[src/hw/rtl/max_pool_2d_top_macros.svh]
// Assertion macros for the 2-D max pooling block.
`ifndef MAX_POOL_2D_TOP_MACROS_SVH
`define MAX_POOL_2D_TOP_MACROS_SVH

// Property must hold at every rising clock edge outside reset.
`define MP_ASSERT(lbl, prop) \
    lbl: assert property (@(posedge clk) disable iff (!rst_n) prop) \
        else $error("max_pool_2d assertion failed");

// Condition must never be true outside reset.
`define MP_NEVER(lbl, cond) \
    lbl: assert property (@(posedge clk) disable iff (!rst_n) !(cond)) \
        else $error("max_pool_2d forbidden condition seen");

`endif

[src/hw/rtl/mp2d_pkg.sv]
// Shared types and constants of the 2-D max pooling block.
package mp2d_pkg;

    localparam int CFG_IDX_W  = 3;
    localparam int CFG_DATA_W = 11;

    localparam logic [CFG_IDX_W-1:0] REG_MAP_WIDTH     = 3'd0;
    localparam logic [CFG_IDX_W-1:0] REG_MAP_HEIGHT    = 3'd1;
    localparam logic [CFG_IDX_W-1:0] REG_WINDOW_WIDTH  = 3'd2;
    localparam logic [CFG_IDX_W-1:0] REG_WINDOW_HEIGHT = 3'd3;
    localparam logic [CFG_IDX_W-1:0] REG_MAP_COUNT     = 3'd4;

    localparam int MAP_WIDTH_W  = 11;
    localparam int MAP_HEIGHT_W = 11;
    localparam int WINDOW_W     = 4;
    localparam int MAP_COUNT_W  = 5;

    localparam int HEIGHT_LIMIT = 1024;
    localparam int ROW_W        = 10;

    localparam logic signed [31:0] FLOOR_Q16 = -32'sd65536000;

    localparam int OQ_DEPTH = 4;
    localparam int OQ_PTR_W = 2;
    localparam int OQ_LVL_W = 3;

    typedef struct packed {
        logic in_window;
        logic first;
        logic last;
        logic plane_last;
    } cmd_t;

    typedef struct packed {
        logic signed [31:0] pooled;
        logic               plane_done;
    } res_t;

endpackage

[src/hw/rtl/mp2d_ctrl.sv]
// Configuration registers and raster position counters.
module mp2d_ctrl #(
    parameter int MAX_MAP_WIDTH = 1024,
    parameter int MAX_WINDOW    = 8,
    parameter int MAX_MAPS      = 16,
    parameter int ADDR_W        = (MAX_MAP_WIDTH > 1) ? $clog2(MAX_MAP_WIDTH) : 1
) (
    input  logic                             clk,
    input  logic                             rst_n,
    input  logic                             wr_en,
    input  logic [mp2d_pkg::CFG_IDX_W-1:0]   wr_index,
    input  logic [mp2d_pkg::CFG_DATA_W-1:0]  wr_data,
    input  logic                             acc,
    output mp2d_pkg::cmd_t                   cmd,
    output logic [ADDR_W-1:0]                addr
);
    import mp2d_pkg::*;

    localparam int WIN_W = (MAX_WINDOW > 1) ? $clog2(MAX_WINDOW) : 1;
    localparam int MAP_W = (MAX_MAPS > 1) ? $clog2(MAX_MAPS) : 1;
    localparam int WW_W  = $clog2(MAX_WINDOW + 1);
    localparam int MC_W  = $clog2(MAX_MAPS + 1);
    localparam int MW_W  = $clog2(MAX_MAP_WIDTH + 1);
    localparam int MH_W  = $clog2(HEIGHT_LIMIT + 1);
    localparam int CW    = $clog2(MAX_MAP_WIDTH + 2 * MAX_WINDOW + 1);
    localparam int RW    = $clog2(HEIGHT_LIMIT + 2 * MAX_WINDOW + 1);

    function automatic int unsigned clamp_cfg(int unsigned v, int unsigned hi);
        int unsigned r;
        r = v;
        if (v < 1) r = 1;
        else if (v > hi) r = hi;
        return r;
    endfunction

    logic [MAP_WIDTH_W-1:0]  map_width_reg;
    logic [MAP_HEIGHT_W-1:0] map_height_reg;
    logic [WINDOW_W-1:0]     window_width_reg;
    logic [WINDOW_W-1:0]     window_height_reg;
    logic [MAP_COUNT_W-1:0]  map_count_reg;

    logic [MAP_W-1:0]  map_cnt_reg;
    logic [ADDR_W-1:0] col_reg;
    logic [ADDR_W-1:0] col_start_reg;
    logic [ADDR_W-1:0] cell_col_reg;
    logic [WIN_W-1:0]  win_col_reg;
    logic [ROW_W-1:0]  row_reg;
    logic [ROW_W-1:0]  row_start_reg;
    logic [WIN_W-1:0]  win_row_reg;

    logic [MW_W-1:0] mw;
    logic [MH_W-1:0] mh;
    logic [WW_W-1:0] ww;
    logic [WW_W-1:0] wh;
    logic [MC_W-1:0] mc;

    logic [CW-1:0] col_end;
    logic [RW-1:0] row_end;
    logic          cfg_hit;
    logic          map_wrap;
    logic          win_col_wrap;
    logic          col_wrap;
    logic          win_row_wrap;
    logic          row_wrap;

    always_comb
    begin
        mw = MW_W'(clamp_cfg(32'(map_width_reg), MAX_MAP_WIDTH));
        mh = MH_W'(clamp_cfg(32'(map_height_reg), HEIGHT_LIMIT));
        ww = WW_W'(clamp_cfg(32'(window_width_reg), MAX_WINDOW));
        wh = WW_W'(clamp_cfg(32'(window_height_reg), MAX_WINDOW));
        mc = MC_W'(clamp_cfg(32'(map_count_reg), MAX_MAPS));
    end

    assign col_end = CW'(col_start_reg) + CW'(ww);
    assign row_end = RW'(row_start_reg) + RW'(wh);

    assign cmd.in_window  = (col_end <= CW'(mw)) && (row_end <= RW'(mh));
    assign cmd.first      = (map_cnt_reg == '0) && (win_col_reg == '0) && (win_row_reg == '0);
    assign cmd.last       = (32'(map_cnt_reg) + 32'd1 == 32'(mc))
                         && (32'(win_col_reg) + 32'd1 == 32'(ww))
                         && (32'(win_row_reg) + 32'd1 == 32'(wh));
    // Last cell when no further whole window fits in either direction.
    assign cmd.plane_last = (col_end + CW'(ww) > CW'(mw)) && (row_end + RW'(wh) > RW'(mh));
    assign addr           = cell_col_reg;

    assign map_wrap     = 32'(map_cnt_reg) + 32'd1 >= 32'(mc);
    assign win_col_wrap = 32'(win_col_reg) + 32'd1 >= 32'(ww);
    assign col_wrap     = 32'(col_reg) + 32'd1 >= 32'(mw);
    assign win_row_wrap = 32'(win_row_reg) + 32'd1 >= 32'(wh);
    assign row_wrap     = 32'(row_reg) + 32'd1 >= 32'(mh);

    assign cfg_hit = wr_en && ((wr_index == REG_MAP_WIDTH) || (wr_index == REG_MAP_HEIGHT)
                   || (wr_index == REG_WINDOW_WIDTH) || (wr_index == REG_WINDOW_HEIGHT)
                   || (wr_index == REG_MAP_COUNT));

    always_ff @(posedge clk or negedge rst_n)
    begin
        if (!rst_n)
        begin
            map_width_reg     <= MAP_WIDTH_W'(1);
            map_height_reg    <= MAP_HEIGHT_W'(1);
            window_width_reg  <= WINDOW_W'(2);
            window_height_reg <= WINDOW_W'(2);
            map_count_reg     <= MAP_COUNT_W'(1);
        end
        else if (wr_en)
        begin
            unique case (wr_index)
                REG_MAP_WIDTH:     map_width_reg     <= wr_data[MAP_WIDTH_W-1:0];
                REG_MAP_HEIGHT:    map_height_reg    <= wr_data[MAP_HEIGHT_W-1:0];
                REG_WINDOW_WIDTH:  window_width_reg  <= wr_data[WINDOW_W-1:0];
                REG_WINDOW_HEIGHT: window_height_reg <= wr_data[WINDOW_W-1:0];
                REG_MAP_COUNT:     map_count_reg     <= wr_data[MAP_COUNT_W-1:0];
                default:           ;
            endcase
        end
    end

    always_ff @(posedge clk or negedge rst_n)
    begin
        if (!rst_n)
        begin
            map_cnt_reg   <= '0;
            col_reg       <= '0;
            col_start_reg <= '0;
            cell_col_reg  <= '0;
            win_col_reg   <= '0;
            row_reg       <= '0;
            row_start_reg <= '0;
            win_row_reg   <= '0;
        end
        else if (cfg_hit)
        begin
            // Restart the frame; the row buffer keeps its contents.
            map_cnt_reg   <= '0;
            col_reg       <= '0;
            col_start_reg <= '0;
            cell_col_reg  <= '0;
            win_col_reg   <= '0;
            row_reg       <= '0;
            row_start_reg <= '0;
            win_row_reg   <= '0;
        end
        else if (acc)
        begin
            if (!map_wrap)
            begin
                map_cnt_reg <= map_cnt_reg + MAP_W'(1);
            end
            else
            begin
                map_cnt_reg <= '0;
                if (col_wrap)
                begin
                    col_reg       <= '0;
                    col_start_reg <= '0;
                    cell_col_reg  <= '0;
                    win_col_reg   <= '0;
                    if (row_wrap)
                    begin
                        row_reg       <= '0;
                        row_start_reg <= '0;
                        win_row_reg   <= '0;
                    end
                    else
                    begin
                        row_reg <= row_reg + ROW_W'(1);
                        if (win_row_wrap)
                        begin
                            win_row_reg   <= '0;
                            row_start_reg <= row_reg + ROW_W'(1);
                        end
                        else
                        begin
                            win_row_reg <= win_row_reg + WIN_W'(1);
                        end
                    end
                end
                else
                begin
                    col_reg <= col_reg + ADDR_W'(1);
                    if (win_col_wrap)
                    begin
                        win_col_reg   <= '0;
                        col_start_reg <= col_reg + ADDR_W'(1);
                        cell_col_reg  <= cell_col_reg + ADDR_W'(1);
                    end
                    else
                    begin
                        win_col_reg <= win_col_reg + WIN_W'(1);
                    end
                end
            end
        end
    end

endmodule

[config.mk]
export PLATFORM = sky130hd
export DESIGN_NAME = mp2d_ctrl
export DESIGN_NICKNAME = d
export VERILOG_FILES = /design/src/hw/rtl/max_pool_2d_top_macros.svh /design/src/hw/rtl/mp2d_pkg.sv /design/src/hw/rtl/mp2d_ctrl.sv
export SDC_FILE = /design/constraint.sdc
export NUM_CORES = 1
export LEC_CHECK = 0
export BUFFER_PORTS_ARGS = -buffer_cell sky130_fd_sc_hd__buf_2
export CORE_AREA = 5 5 143 145
export DETAILED_ROUTE_END_ITERATION = 8
export DIE_AREA = 0 0 148 150
export PLACE_DENSITY = 0.55
export SLEW_MARGIN = 20
export SYNTH_ARGS = -nofsm -noshare
export SYNTH_HDL_FRONTEND = slang
export SYNTH_SLANG_ARGS = --single-unit
[constraint.sdc]
create_clock -name clk -period 4 [get_ports clk]
set_input_delay 0.2 -clock clk [delete_from_list [all_inputs] [get_ports clk]]
set_output_delay 0.2 -clock clk [all_outputs]
set_load 0.02 [all_outputs]
### Word-level counts from Yosys, hierarchy flattened

Index checks and enable logic that the tools add are counted.

| operators by class | value |
|---|---|
| add/subtract/negate cells | 15 |
| multiply operators | 0 |
| divide/modulo/power cells | 0 |
| magnitude comparators | 19 |
| equality and inequality tests | 7 |
| shifts and indexed selects | 0 |
| mux-type cells | 49 |
| bitwise logic cells | 0 |
| reduce and logical (&&, ||, !) cells | 29 |

Operators with widths:

| cell | count |
|---|---|
| $mux 10 | 25 |
| $eq 32x4->1 | 2 |
| $mux 11 | 4 |
| $mux 3 | 11 |
| $eq 32x5->1 | 1 |
| $add 10x1->10 const B | 3 |
| $mux 4 | 7 |
| $add 10x1->11 const B | 2 |
| $add 10x4->11 | 2 |
| $add 11x4->11 | 2 |
| $ge 11x11->1 | 2 |
| $gt 11x11->1 | 2 |
| $gt 11x11->1 const B | 2 |
| $le 11x11->1 | 2 |
| $lt 11x1->1 const B | 2 |
| $reduce_and 2->1 | 6 |
| $mux 5 | 2 |
| $logic_not 3->1 | 3 |
| $add 3x1->4 const B | 2 |
| $ge 4x4->1 | 2 |
| $gt 4x4->1 const B | 2 |
| $lt 4x1->1 const B | 2 |
| $logic_and 1x1->1 | 7 |
| $add 3x1->3 const B | 2 |
| other kinds (14) | 22 |

| storage, ports and cells | value |
|---|---|
| flip-flop bits (word level) | 95 |
| bits in latches | 0 |
| bits in writable memories | 0 |
| memory bits (read-only) | 0 |
| input port bits | 18 |
| output and inout port bits | 14 |
| logic and storage cells | 132 |
| memories | 0 |

### Depth between registers and ports, before layout

| logic depth | value |
|---|---|
| word-level depth | 10 |
| mapped depth | 21 |
| depth with buffers taken out | 21 |

### Worst setup path after synthesis

No wires, ideal clock.

| path | value |
|---|---|
| kind | register -> output |
| start point | register window_height_reg[1] |
| end point | output port cmd[0] in the netlist's numbering |
| data arrival time | 4,532 ps |
| setup slack | -732 ps |
| cell stages (with the launch flop) | 20 |
| path buffers | 0 |
| path through | dfstp_2 nor2_1 nor2_1 nor2_1 ha_1 inv_1 fa_1 fa_1 nor2b_1 o21ai_0 a222oi_1 o211ai_1 or3b_1 xnor2_1 ha_1 nand4_1 or2_2 a21oi_1 nor3_1 nor4_1 |

RTL lines:

| what | line | source |
|---|---|---|
| start: declaration | mp2d_ctrl.sv:39 | `logic [WINDOW_W-1:0] window_height_reg;` |
| start signal: assignment | mp2d_ctrl.sv:113 | `REG_WINDOW_HEIGHT: window_height_reg <= wr_data[WINDOW_W-1:0];` |
| end: declaration | mp2d_ctrl.sv:14 | `output mp2d_pkg::cmd_t cmd,` |

==> summary.md <==
| Metric | Value |
|---|---|
| Register area share after synthesis | 0.319 |
| Vias in the first global route | between 5000 and 6000 |
| Largest family of logic cells by synthesized area | adder cells |
| Hold Vio Cnt, Final | 65 |
| Worst-path maximum fanout | 2 |
| Synthesized Nets | 910 |
| WL per Instance | about 16 µm |
| Post-synthesis mux area share | 0.0664 |
| I/O Pins | 32 |
| Router iterations before antenna repair | 5 |
| Synthesized-area fraction occupied by adder cells | 0.185 |
| Yosys cell types | 74 |
| Max-slew violation count | 0 |
| Dominant cell type by area after synthesis | dfrtp_1 |
| Finished Layout Cells | between 1000 and 1500 |
| Internal | between 2 and 3 mW |
| CTS Buf Count | 9 |
| Final WS setup | -0.653 ns |
| Net Sw Frac | 0.420 |
| Layout area overhead | 18.3% |
| # diodes | 0 |
| Residual DRC | 0 |
| Initial Util | 0.391 |
| Routed Antenna Nets | 0 |
| CP Data Arrival Time | 4.45 ns |
| Dpl cells | between 1000 and 1500 |
| Grt met1 use | 0.234 |
| Post-synth EDFFs | 0 |
| Finished Cell Area | ~9000 µm² |
| Initial antenna violation count | 0 |
| Core ar. | approximately 19000 µm² |
| Share of cells above drive strength 1 | 0.245 |
| Max clock buf depth | 2 |
| Hold_ws | -0.0212 ns |
| First-pass GRT wire length | 31.0 mm |
| Synth area leaders | dfrtp_1 (30%), ha_1 (17%), mux2_2 (5.4%), nand2_1 (4.0%), xnor2_1 (3.5%) |
| Endpoint type of the worst setup path | output port |
| Fmax | between 200 and 250 MHz |
| Clk sinks | 95 |
| Top post-synthesis cells by count | ha_1 (104), dfrtp_1 (90), nand2_1 (80), inv_1 (48), o21ai_0 (42) |
| Total number of vias | 5985 |
| Post-DP HPWL | 14.6 mm |
| Slew Limit Headroom | 0.407 |
| Area after DPL | 8370 µm² |
| Row count | ~50 |
| Lkg Pwr | 4.22 nW |
| Max Cap Viol | 0 |
| Port buffer count | 31 |
| Failing checks | hold timing, setup timing |
| Register share of total power | 0.279 |
| Ys async rst share | 1.00 |
| GR Util All Layers | 0.173 |
| Cells after Synth | just under 800 |
| Final Power | ~4.8 mW |
| Post-Synth Simple-Gate Area | 0.176 |
| Post-Synth XOR/XNOR Area | 0.0575 |
| Worst reg2reg setup slack | ~0.48 ns |
| Share of total power in the clock network | 0.180 |
| Largest net degree at the start of global routing | 70 |
| CTS tree | done |
| H-tree lvl count | 3 |
| Die width | about 150 µm |
| Worst Skew | about 0.010 ns |
| RSZ-0062 raised after global routing | yes |
| Die Footprint | between 20000 and 25000 µm² |
| CTS clk-pin slew, worst paths | 0.07 ns |
| Yosys warns | 0 |
| Final net count | between 1000 and 1500 |
| Synth Area in Compound Gates | 0.158 |
| Synth top area share | 0.302 |
| Drt initial violations | 308 |
| Main flop type after synthesis | dfrtp_1 |
| Type of origin of the critical path | flip-flop |
| Die Height | about 150 µm |
| Setup TNS | -0.653 ns |
| Pwr per Cell Area | roughly 540 nW/µm² |
| Comb pwr share | 0.542 |
| Root buffer cell | clkbuf_16 |
| Drt via density | 5.33 |
| Gr busiest metal | met2 |
| Final setup viols | 1 |
| Most frequent cell after synthesis | ha_1 |
| Placer congestion estimate | roughly 0.83 |
| Clk_lat worst skew | around 0.36 ns |
| Worst Path Required | roughly 3.8 ns |
| Final cycle utilization of the critical path | 1.16 |
| Worst-Margin Slew | ~0.9 ns |
| Hold WC Path Type | in2async |
| Met2 Use GR | 0.295 |
| Post-route minimum period | 4.65 ns |
| Routed WL | roughly 18 mm |
| FF+latch count, synth | 95 |
| GR Overflow Total | 0 |
| Status | complete, but fails checks |
| Avg Cell Area, Syn | between 9 and 10 µm² |
| # fillers | roughly 1800 |
| Sw Pwr | approximately 2 mW |
| Mapped cell area | around 7500 µm² |
| Peak supply drop | roughly 0.29 mV |
| CP Class | reg2out |
| M3 GR Usage | 0.0218 |
power by group through the flow:
stage	logic [mW]	registers, mW	clock network [mW]
after CTS	2.58	1.33	0.884
after global routing	2.96	1.36	0.919
after global placement	2.52	1.34	0
final	2.58	1.33	0.857
after floorplan	1.73	1.31	0
after detailed placement	2.53	1.35	0
worst paths after layout:
path,start,to,cells after the start
max reg2reg,row_reg[0],row_start_reg[8],11
max in group asynchronous,rst_n,map_height_reg[0],2
min,rst_n,map_count_reg[3],1
min in group clk,wr_data[7],map_width_reg[7],2
min reg2reg,row_reg[4],row_reg[4],2
max,window_height_reg[1],cmd[0],20
critical path, stage by stage (launching register included):
cell	delay, ns
dfstp_2	0.53
nor2_1	0.04
nor2_1	0.13
nor2_2	0.06
ha_2	0.18
inv_2	0.05
fa_2	0.44
fa_2	0.36
nor2b_1	0.11
o21ai_1	0.09
a222oi_1	0.23
o211ai_1	0.17
or3b_1	0.41
xnor2_1	0.14
ha_1	0.29
nand4_1	0.10
or2_4	0.25
a21oi_2	0.11
nor3_2	0.07
nor4_4	0.14
buf_4	0.18
cell families (layout without fill, tap and decap cells):
kind of cell / Yosys count / in the layout
DFF: 95 / 95
AOI/OAI and AO/OA: 168 / 168
and+or+nand+nor: 252 / 252
buffers and inverters: 68 / 168
adders and majority gates: 108 / 108
muxes: 44 / 44
xor gates and xnor gates: 49 / 49
cell type report:
class,count,area [µm²],share of cell area
clock buffers,9,225,0.0255
clock inverters,7,62.6,0.00708
inverters,48,180,0.0204
multi-input cells,621,4970,0.563
flip-flops and latches,95,2380,0.270
well taps,238,298,0.0337
repair buffers,104,714,0.0809
what timing repair did:
item	CTS	global route
gates resized for setup	19	10
pin swaps	18	15
cloned	0	0
setup buffers	1	4
setup endpoints to repair	2	2
hold buffers	0	0
cells in the final DEF, fill, tap and decap left out, types with 18 or more instances in the layout:
cell	count
ha_1	101
dfrtp_1	90
nand2_1	79
buf_4	75
inv_1	46
o21ai_0	38
mux2_2	36
nor2_1	31
nand3_1	28
xnor2_1	28
buf_2	28
a21oi_1	27
xor2_1	18
layer usage:
metal | routed length [µm] | up-vias
met2 | 8850 | 58
met5 | 0 | -
met1 | 8950 | 2860
met3 | 343 | 17
li1 | - | 3050
met4 | 240 | 0
per-stage QoR:
stage               worst slack [ns]   util
CTS                           -0.714  0.459
detailed placement            -0.345  0.439
finish                        -0.653  0.463
floorplan                     -0.172      -
global placement              -0.329  0.439
global route                  -0.996  0.463
(Power assumes the default switching activity.)
