## src/hw/rtl/max_pool_2d_top_macros.svh

```systemverilog
// Assertion macros for the 2-D max pooling block.
`ifndef MAX_POOL_2D_TOP_MACROS_SVH
`define MAX_POOL_2D_TOP_MACROS_SVH

// Property must hold at every rising clock edge outside reset.
`define MP_ASSERT(lbl, prop) \
    lbl: assert property (@(posedge clk) disable iff (!rst_n) prop) \
        else $error("max_pool_2d assertion failed");

// Condition must never be true outside reset.
`define MP_NEVER(lbl, cond) \
    lbl: assert property (@(posedge clk) disable iff (!rst_n) !(cond)) \
        else $error("max_pool_2d forbidden condition seen");

`endif

```

## src/hw/rtl/mp2d_pkg.sv

```systemverilog
// Shared types and constants of the 2-D max pooling block.
package mp2d_pkg;

    localparam int CFG_IDX_W  = 3;
    localparam int CFG_DATA_W = 11;

    localparam logic [CFG_IDX_W-1:0] REG_MAP_WIDTH     = 3'd0;
    localparam logic [CFG_IDX_W-1:0] REG_MAP_HEIGHT    = 3'd1;
    localparam logic [CFG_IDX_W-1:0] REG_WINDOW_WIDTH  = 3'd2;
    localparam logic [CFG_IDX_W-1:0] REG_WINDOW_HEIGHT = 3'd3;
    localparam logic [CFG_IDX_W-1:0] REG_MAP_COUNT     = 3'd4;

    localparam int MAP_WIDTH_W  = 11;
    localparam int MAP_HEIGHT_W = 11;
    localparam int WINDOW_W     = 4;
    localparam int MAP_COUNT_W  = 5;

    localparam int HEIGHT_LIMIT = 1024;
    localparam int ROW_W        = 10;

    localparam logic signed [31:0] FLOOR_Q16 = -32'sd65536000;

    localparam int OQ_DEPTH = 4;
    localparam int OQ_PTR_W = 2;
    localparam int OQ_LVL_W = 3;

    typedef struct packed {
        logic in_window;
        logic first;
        logic last;
        logic plane_last;
    } cmd_t;

    typedef struct packed {
        logic signed [31:0] pooled;
        logic               plane_done;
    } res_t;

endpackage

```

## src/hw/rtl/mp2d_out_fifo.sv

```systemverilog
// Small result queue that decouples the output channel from the pipeline.
module mp2d_out_fifo (
    input  logic                           clk,
    input  logic                           rst_n,
    input  logic                           push,
    input  mp2d_pkg::res_t                 din,
    input  logic                           pop,
    output logic                           not_empty,
    output mp2d_pkg::res_t                 dout,
    output logic [mp2d_pkg::OQ_LVL_W-1:0]  level
);
    import mp2d_pkg::*;

    res_t                q_reg [OQ_DEPTH];
    logic [OQ_PTR_W-1:0] head_reg;
    logic [OQ_PTR_W-1:0] tail_reg;
    logic [OQ_LVL_W-1:0] level_reg;
    logic [OQ_LVL_W-1:0] level_next;

    always_comb
    begin
        level_next = level_reg;
        unique case ({push, pop})
            2'b10:   level_next = level_reg + OQ_LVL_W'(1);
            2'b01:   level_next = level_reg - OQ_LVL_W'(1);
            default: level_next = level_reg;
        endcase
    end

    always_ff @(posedge clk or negedge rst_n)
    begin
        if (!rst_n)
        begin
            head_reg  <= '0;
            tail_reg  <= '0;
            level_reg <= '0;
        end
        else
        begin
            if (push) tail_reg <= tail_reg + OQ_PTR_W'(1);
            if (pop)  head_reg <= head_reg + OQ_PTR_W'(1);
            level_reg <= level_next;
        end
    end

    always_ff @(posedge clk)
    begin
        if (push)
        begin
            q_reg[tail_reg] <= din;
        end
    end

    assign not_empty = (level_reg != '0);
    assign dout      = q_reg[head_reg];
    assign level     = level_reg;

endmodule

```

## config.mk

```make
export PLATFORM = sky130hd
export DESIGN_NAME = mp2d_out_fifo
export DESIGN_NICKNAME = d
export VERILOG_FILES = /design/src/hw/rtl/max_pool_2d_top_macros.svh /design/src/hw/rtl/mp2d_pkg.sv /design/src/hw/rtl/mp2d_out_fifo.sv
export SDC_FILE = /design/constraint.sdc
export NUM_CORES = 1
export LEC_CHECK = 0
export ABC_AREA = 1
export BUFFER_PORTS_ARGS = -buffer_cell sky130_fd_sc_hd__buf_2
export CORE_MARGIN = 2
export CORE_UTILIZATION = 58
export DETAILED_ROUTE_END_ITERATION = 8
export PLACE_DENSITY = 0.82
export SLEW_MARGIN = 20
export SYNTH_ARGS = -nofsm -noshare
export SYNTH_HDL_FRONTEND = slang
export SYNTH_SLANG_ARGS = --single-unit
```

## constraint.sdc

```tcl
create_clock -name clk -period 2.2 [get_ports clk]
set_input_delay 0.33 -clock clk [delete_from_list [all_inputs] [get_ports clk]]
set_output_delay 0.33 -clock clk [all_outputs]
set_load 0.005 [all_outputs]
```

# Word-level counts from Yosys, hierarchy flattened
# Memory sizes are Yosys's and may differ from the RTL's.
# Index checks and enable logic that the tools add are counted.
# totals
ff_bits	7
latch_bits	0
ram_bits	132
romBits	0
inputBits	37
out_inout_bits	37
wordCells	15
mem_count	1
# mem_list
name	words	word_bits	rd	rd_ports_with_merged_regs	write_ports	line_no	text
q_reg	4	33	1	0	1	mp2d_out_fifo.sv:14	res_t q_reg [OQ_DEPTH];
# classes
addsub	4
multipliers	0
div	0
n_lt_le_gt_ge	0
eq_ne	2
shifts	0
muxes	3
bitwise	0
n_reduce_logical	2
# ops
operator	count
one-hot mux 3 bit (2 select lines)	1
adder 2 x 1 -> 2 bit, second input constant	2
adder 3 x 1 -> 3 bit, second input constant	1
nonzero test 3 bit	1
subtractor 3 x 1 -> 3 bit, second input constant	1
== test 2 x 1 -> 1 bit, second input constant	1
== test 2 bit, second input constant	1
two-way mux 1 bit	2
nonzero test 2 bit	1

# Depth between registers and ports, before layout
# Gate-level depths: netlist (run 1).
# logic_depth
ltp_word	2
ltp_mapped	10

# Least setup slack after synthesis (run 1)
# No wires, ideal clock.
# synth_path
path_type	register to register
start	register tail_reg[0]
end	memory q_reg[0][0] (netlist name), enable pin
arrival_time_ns	1.309
required_time_ns	1.812
slack_ns	0.503
path_stages_with_launch	5
n_path_buf	0
period_less_slack_ns	1.697
cell_sequence	dfrtp_1 inv_1 ha_1 nand2_1 inv_1
# synth_lines
element	line_no	text
start, declared	mp2d_out_fifo.sv:16	logic [OQ_PTR_W-1:0] tail_reg;
start signal, assigned	mp2d_out_fifo.sv:40	if (push) tail_reg <= tail_reg + OQ_PTR_W'(1);
end, declared	mp2d_out_fifo.sv:14	
# No word-level cell before the write port.

==> flow_summary.yaml, run 1 <==
placed_design:
  port_buffers: 73
  gp_congestion: 0.697
  placed_area_um2: 6390
  dp_worst_setup_slack_ns: 0.515
  hpwl_mm: 6.68
setup_path:
  path_cells: "buf_4 > o211ai_1 > nand2_1 > buf_2"
  cp_slowest_cell: "buf_4"
  crit_path_end_kind: "output port"
  reg2reg_depth: 5
  cp.arrival_ns: 1.74
  cp.buffers_inverters: 2
  crit_family: "buffers and inverters"
  crit_start: "head_reg[1]"
  required_ns: 1.87
  timing.rr.start: "tail_reg[0]"
  startpoint_type: "register"
  max_stage_delay_ns: 0.40
  path_depth: 4
  crit_type: "reg2out"
  crit_path_max_fanout: 33
detailed_routing:
  drc: 0
  vias: 3488
  vias_per_cell: 5.21
  drt_iter0_drc: 228
  routed_wl_mm: 10.8
  wire_per_inst_um: 16.1
  drt-pass1-iter-count: 4
  drtAntennaViolNets: 0
finish:
  multi_input_area_um2: 1270
  largest_register_ffs: 132
  area_growth_pct: 18.7
  diodes: 0
  final-seq-area_um2: 4140
  drive_above_1_share: 0.328
  fillers: 661
  design_area_um2: 7040
  fin_nets: 567
floorplanning:
  start_util: 0.601
  dieArea_um2: 11000
  die_x_um: 105
  fp.dieH_um: 105
  core_area_um2: 9860
  io_pins: 74
  num_rows: 36
clock_network:
  cts_buffer_depth: 2
  cts_made_buffers: 17
  cts_sinks: 139
  clockRootBuffer: "clkbuf_8"
  clk_pin_slew_ns: 0.06
  cts_tree: "yes"
  clock_latency_ns: 0.52
  htreeDepth: 4
pwr:
  vdd_drop_max_uv: 711
  p_leak_uw: 0.00292
  p_per_area_nw_per_um2: 1350
  power_uw: 9480
synth:
  synth_edf_count: 132
  synth_nets: 476
  synth_common_cells: "132 x edfxtp_1, 90 x nand2_1, 78 x inv_1, 34 x o211ai_2, 32 x o211ai_1"
  synth_top_area_frac: 0.669
  yosysMostFrequentCell: "edfxtp_1"
  async_flop_share: 0.0504
  synth_cells: 433
  ys_seq_area_frac: 0.698
  synth_area_um2: 5930
  ys_top_cells_by_area: "edfxtp_1 67%, o211ai_2 7.2%, nand2_1 5.7%"
  yosysWarnings: 0
  ys_seq_elements: 139
  synth-main-ff-cell: "edfxtp_1"
  yosys.area.top_type: "edfxtp_1"
  syn_area_per_cell_um2: 13.7
  yosysUniqueCellTypes: 21
global_route:
  grtUsageTotal: 0.210
  grt_pass1_vias: 3541
  grt_pass1_wl_mm: 17.3
  antenna_found_initial: 0
  grt_max_degree: 45
  overflow: 0
sta:
  tns_ns: 0
  final.period_utilization: 0.943
  post-route-min-period_ns: 2.07
  setup_violations: 0
  hold_viol_final: 0
  setup_slack_ns: 0.126
  slew_headroom: 0.723
  timing.fmax_mhz: 482
  final_max_slew_viol_count: 0
  fin_skew_ns: 0.00731
  rsz0062_at_grt: "no"
  worst_slew_pin_slew_ns: 0.415
  fin_hold_ws_ns: 0.0165
min_path:
  holdPathStages: 1
  hp-class: "in2reg"
  worstHoldStart: "din[6]"
outcome:
  outcome: "finished clean"
run:
  maxCapViolCount: 0
-- per-layer routing --
metal | wire length [um] | global-route usage
met5 | 0 | 0
met4 | 113 | 0.0686
met3 | 451 | 0.0692
met2 | 5770 | 0.371
met1 | 4420 | 0.240
-- worst register-to-register path: stages (launching register included) --
cell     delay [ns]
dfrtp_1        0.43
inv_1          0.11
ha_1           0.15
nand2_1        0.06
inv_2          0.23
buf_12         0.23
-- cells in the final DEF (no fill, tap or decap), drive strengths merged --
cell,count
edfxtp,132
nand2,110
buf,88
inv,84
o211ai,66
clkbuf,17
dlygate4sd3,7
dfrtp,7
ha,5
clkinvlp,5
clkinv,5
xor2,3
nand3,2
o21ai,2
xnor2,1
nand4,1
fa,1
bufinv,1
-- worst paths after layout --
kind                           endpoint  slack, ns
max in group asynchronous   head_reg[0]       1.82
min in group asynchronous   tail_reg[1]       0.18
hold / removal              q_reg[0][6]       0.02
setup reg to reg           q_reg[2][26]       0.67
setup / recovery                dout[3]       0.13
hold reg to reg                level[0]       0.49
-- report_power, final --
group	switching (uW)	leakage, uW	internal, uW
clock	1090	0.000257	1510
sequential	192	0.00129	3480
combinational	1950	0.00137	1250
total	3240	0.00292	6240
-- cells by family after synthesis --
kind of cell,count (synthesis),synth area share
XOR/XNOR,4,0.00591
AND/OR/NAND/NOR,113,0.0809
flip-flops,139,0.698
adder cells (fa/ha/maj),6,0.0139
buffers and inverters,103,0.0870
AO/OA/AOI/OAI,68,0.114
-- timing repair --
action	4_1_cts	5_1_grt
pin swaps	0	0
hold buffers	3	4
gates cloned	0	0
buffers inserted	0	1
endpoints found under the setup margin	13	28
hold endpoints to repair	15	15
resized for setup	0	4
-- stage by stage --
stage                      util  cells
after global routing      0.713    670
after detailed placement  0.648    630
final                     0.713    670
after global placement    0.648    630
after floorplan               -    433
after CTS                 0.707    665
-- cell type report --
class,count,area share
repair buffers,95,0.0848
inverters,80,0.0430
clock buffers,17,0.0589
flip-flops and latches,139,0.589
multi-input cells,191,0.181
clock inverters,15,0.0199
well taps,133,0.0237
(Power assumes the default switching activity.)
==> run 2, diff against run 1 <==
- BUFFER_PORTS_ARGS: -buffer_cell sky130_fd_sc_hd__buf_2 -> -buffer_cell sky130_fd_sc_hd__clkbuf_2
==> run 2 against run 1 <==
Count of clock-buffer cells in the layout unchanged; register-to-register slack worse by 0.03 ns; global-route usage down 0.13 points; critical endpoint is now dout[19].
==> flow_summary.yaml, run 2 (same netlist as run 1, synthesis figures left out) <==
outcome:
  outcome: "finished clean"
setup_path:
  crit_start: "head_reg[1]"
  crit_family: "buffers and inverters"
  crit_path_max_fanout: 14
  reg2reg_slack_ns: 0.64
  cp.arrival_ns: 1.77
  reg2reg_depth: 5
  startpoint_type: "register"
  timing.rr.start: "tail_reg[0]"
  path_depth: 5
  required_ns: 1.87
  max_stage_delay_ns: 0.37
  path_cells: "clkinv_2 > buf_4 > o211ai_2 > nand2_1 > clkbuf_2"
  cp.buffers_inverters: 3
  crit_type: "reg2out"
  crit_path_end_kind: "output port"
  r2r-end: "q_reg[2][26]"
  crit_end: "dout[19]"
  cp_slowest_cell: "dfrtp_1"
floorplanning:
  num_rows: 36
  fp.dieH_um: 105
  start_util: 0.601
  die_x_um: 105
  io_pins: 74
  core_area_um2: 9860
  dieArea_um2: 11000
detailed_routing:
  drc: 0
  wire_per_inst_um: 15.9
  drt_iter0_drc: 249
  vias: 3436
  drtAntennaViolNets: 0
  drt-pass1-iter-count: 4
  routed_wl_mm: 10.5
  vias_per_cell: 5.17
sta:
  post-route-min-period_ns: 2.10
  worst_slew_pin_slew_ns: 0.438
  rsz0062_at_grt: "yes"
  slew_headroom: 0.708
  fin_skew_ns: 0.00447
  setup_violations: 0
  hold_viol_final: 0
  timing.fmax_mhz: 477
  final_max_slew_viol_count: 0
  final.period_utilization: 0.954
clock_network:
  htreeDepth: 4
  clock_latency_ns: 0.51
  cts_resized: 0
  cts_sinks: 139
  cts_buffer_depth: 2
  cts_made_buffers: 17
  clockRootBuffer: "clkbuf_8"
  cts_tree: "yes"
  clk_pin_slew_ns: 0.06
min_path:
  hp-class: "in2reg"
finish:
  drive_above_1_share: 0.331
  fin_nets: 564
  final_common_cell: "edfxtp_1"
  diodes: 0
  area_growth_pct: 17.8
  largest_register_ffs: 132
  fillers: 663
  final_cell_mix: "132 x edfxtp_1, 90 x nand2_1, 77 x inv_1"
  utilization: 0.708
placed_design:
  hpwl_mm: 6.51
  port_buffers: 73
  gp_congestion: 0.707
pwr:
  p_per_area_nw_per_um2: 1350
  vdd_drop_max_uv: 747
  p_leak_uw: 0.00292
  power_uw: 9410
global_route:
  grtUsageTotal: 0.208
  overflow: 0
  antenna_found_initial: 0
  grt_pass1_wl_mm: 17.2
  grt_max_degree: 34
  grt_pass1_vias: 3598
run:
  maxCapViolCount: 0
==> run 2: cell count changes in the layout (fill, tap and decap cells not counted), sizes merged <==
| cell | before | now |
|---|---|---|
| clkinvlp | 5 | 4 |
| clkinv | 5 | 9 |
| buf | 88 | 18 |
| dlygate4sd3 | 7 | 1 |
| clkbuf | 17 | 90 |
| inv | 84 | 79 |
==> run 2: layer usage <==
layer	track usage	up-vias	part of all wire
li1	-	1661	-
met1	0.244	1658	0.41
met2	0.360	97	0.53
met3	0.0530	20	0.042
met4	0.0971	0	0.021
met5	0	-	0
==> run 2: area by class of cell <==
cell class | instances | area [um2] | share of cell area
Sequential cell | 139 | 4140 | 0.593
Multi-Input combinational cell | 191 | 1270 | 0.182
Timing Repair Buffer | 92 | 581 | 0.0831
Clock buffer | 17 | 414 | 0.0593
Inverter | 80 | 302 | 0.0432
Tap cell | 133 | 166 | 0.0238
Clock inverter | 13 | 105 | 0.0151
==> run 2: report_power, final <==
| part | switching, uW | internal (uW) |
|---|---|---|
| logic | 1930 | 1310 |
| clock network | 995 | 1470 |
| registers | 222 | 3480 |
==> run 2: through the flow <==
step	setup TNS (ns)	instances	cell area (um2)	hold slack [ns]	setup slack, ns
floorplan	0	433	5930	0.0344	0.503
global placement	0	631	6420	0.179	0.519
detailed placement	0	631	6420	0.186	0.474
CTS	0	663	6970	0.00481	0.0547
global route	-0.0131	665	6980	0.00886	-0.00864
finish	0	665	6980	0.0280	0.102
==> run 2: worst min path at each step <==
stage / startpoint / depth (start not counted) / to
floorplan: rst_n / 0 / head_reg[0]
global placement: rst_n / 1 / head_reg[0]
detailed placement: rst_n / 1 / head_reg[1]
CTS: din[2] / 1 / q_reg[2][2]
global route: din[6] / 1 / q_reg[3][6]
finish: din[5] / 1 / q_reg[2][5]
==> run 2: what timing repair did <==
item / CTS / global route
hold endpoints to repair: 7 / 0
endpoints found under the setup margin: 18 / 5
hold buffers: 1 / 0
buffers inserted: 1 / 2
==> run 3, diff against run 2 <==
- CELL_PAD_IN_SITES_DETAIL_PLACEMENT: default -> 2
- CELL_PAD_IN_SITES_GLOBAL_PLACEMENT: default -> 2
- CORE_UTILIZATION: 58 -> 40
- PLACE_DENSITY: 0.82 -> 0.81
==> run 3 against run 2 <==
Final area increased by 0.97%; utilization decreased by 22 points; via count increased by 1.9%; register-to-register slack got worse by 0.08 ns; fmax increased by 3.0%; setup slack improved by 0.061 ns; clock power increased by 13%; sequential power about the same; routed wire length increased by 29%; clock skew increased by 0.0028 ns; highest routed layer unchanged.
==> flow_summary.yaml, run 3 (same netlist as run 1, synthesis figures left out) <==
pwr:
  power_frac_comb: 0.337
  clock_power_share: 0.285
  vdd_drop_max_uv: 564
  sw_frac_of_total: 0.337
  p_per_area_nw_per_um2: 1380
  power_uw: 9760
  internal-power_uw: 6470
  p_leak_uw: 0.00291
  switchingPower_uw: 3290
  seqPwrFrac: 0.378
min_path:
  holdPathEnd: "q_reg[2][32]"
  hp-class: "in2reg"
  holdPathStages: 1
  worstHoldStart: "din[32]"
setup_path:
  cpMostUsedCell: "nand2_1"
  crit_path_max_fanout: 80
  timing.rr.start: "tail_reg[0]"
  path_cells: "buf_12 > nand2_1 > o211ai_1 > nand2_1 > clkbuf_2"
  cp_slowest_cell: "dfrtp_4"
  reg2reg_depth: 5
  r2r-end: "q_reg[2][19]"
  max_stage_delay_ns: 0.44
  crit_type: "reg2out"
  crit_family: "buffers and inverters"
  crit_path_end_kind: "output port"
  cp.buffers_inverters: 2
  cp.arrival_ns: 1.71
  reg2reg_slack_ns: 0.56
  required_ns: 1.87
  startpoint_type: "register"
floorplanning:
  start_util: 0.409
  io_pins: 74
  core_area_um2: 14500
  dieArea_um2: 15800
  die_x_um: 126
  fp.dieH_um: 126
  num_rows: 44
detailed_routing:
  drt-pass1-iter-count: 4
  routed_wl_mm: 13.7
  vias_per_cell: 4.94
  wire_per_inst_um: 19.3
  vias: 3500
  drc: 0
  drt_iter0_drc: 172
  drtAntennaViolNets: 0
finish:
  final_common_cell: "edfxtp_1"
  diodes: 0
  largest_register_ffs: 132
  final_cell_mix: "132 x edfxtp_1, 90 x nand2_1, 75 x inv_1"
  drive_above_1_share: 0.320
  area_growth_pct: 19.0
  fin_cells: 709
  fin_nets: 556
global_route:
  grt_max_degree: 81
  grt_pass1_wl_mm: 22.2
  grt_pass1_vias: 4030
  antenna_found_initial: 0
  overflow: 0
  grtUsageTotal: 0.187
sta:
  slew_headroom: 0.694
  timing.fmax_mhz: 491
  final.period_utilization: 0.926
  final_max_slew_viol_count: 0
  post-route-min-period_ns: 2.04
  hold_viol_final: 0
  fin_hold_ws_ns: 0.129
  tns_ns: 0
  worst_slew_pin_slew_ns: 0.459
  fin_skew_ns: 0.00724
  rsz0062_at_grt: "no"
  setup_violations: 0
clock_network:
  cts_tree: "yes"
  cts_sinks: 139
  htreeDepth: 4
  cts_buffer_depth: 2
  cts_made_buffers: 17
  clk_pin_slew_ns: 0.06
  cts_resized: 0
  clock_latency_ns: 0.42
  clockRootBuffer: "clkbuf_16"
placed_design:
  gp_congestion: 0.731
  port_buffers: 73
  post-place-cells: 677
  hpwl_mm: 8.85
outcome:
  outcome: "finished clean"
run:
  maxCapViolCount: 0
==> run 3: cell count changes in the layout (fill, tap and decap cells not counted), moves of 2 or more <==
cell and change:
clkinvlp_4 -3, inv_2 +3, clkbuf_1 +3, buf_12 +2
bufinv_16 +2, inv_1 -2, buf_4 -9
==> run 3: repair_timing <==
action	in CTS	in global routing
setup buffers	0	0
hold endpoints to repair	7	0
hold buffers	1	0
==> run 3: area by class of cell <==
| class | instances | area [um2] |
|---|---|---|
| Clock inverter | 11 | 128 |
| Inverter | 80 | 302 |
| Multi-Input combinational cell | 191 | 1270 |
| Sequential cell | 139 | 4140 |
| Fill cell | 1375 | 7430 |
| Clock buffer | 20 | 437 |
| Tap cell | 184 | 230 |
| Timing Repair Buffer | 84 | 538 |
==> run 3: worst max path at each step <==
stage	start	to	slack, ns	cells after the start
floorplan	tail_reg[0]	q_reg[0][0]	0.50	4
global placement	head_reg[1]	dout[20]	0.65	5
detailed placement	tail_reg[0]	q_reg[2][30]	0.57	5
CTS	head_reg[0]	dout[14]	0.1	5
global route	head_reg[0]	dout[17]	0.04	5
finish	head_reg[0]	dout[17]	0.16	5
==> run 3: per-layer routing <==
layer	wire, um	global-route usage
met2	7580	0.346
met5	0	0
met3	445	0.0395
met1	5380	0.206
met4	255	0.0817
==> run 3: through the flow <==
stage,utilization,worst slack (ns),cell area [um2]
final,0.487,0.164,7050
after global routing,0.487,0.0368,7050
after CTS,0.487,0.0965,7050
after detailed placement,0.447,0.568,6480
after global placement,0.447,0.648,6480
after floorplan,-,0.503,5930
==> run 3: power groups by stage <==
stage	Combinational [uW]	Sequential (uW)	Clock [uW]
after floorplan	2280	3660	0
after global placement	3190	3690	0
after detailed placement	3360	3740	0
after CTS	3400	3700	2840
after global routing	3710	3740	2920
final	3290	3690	2780
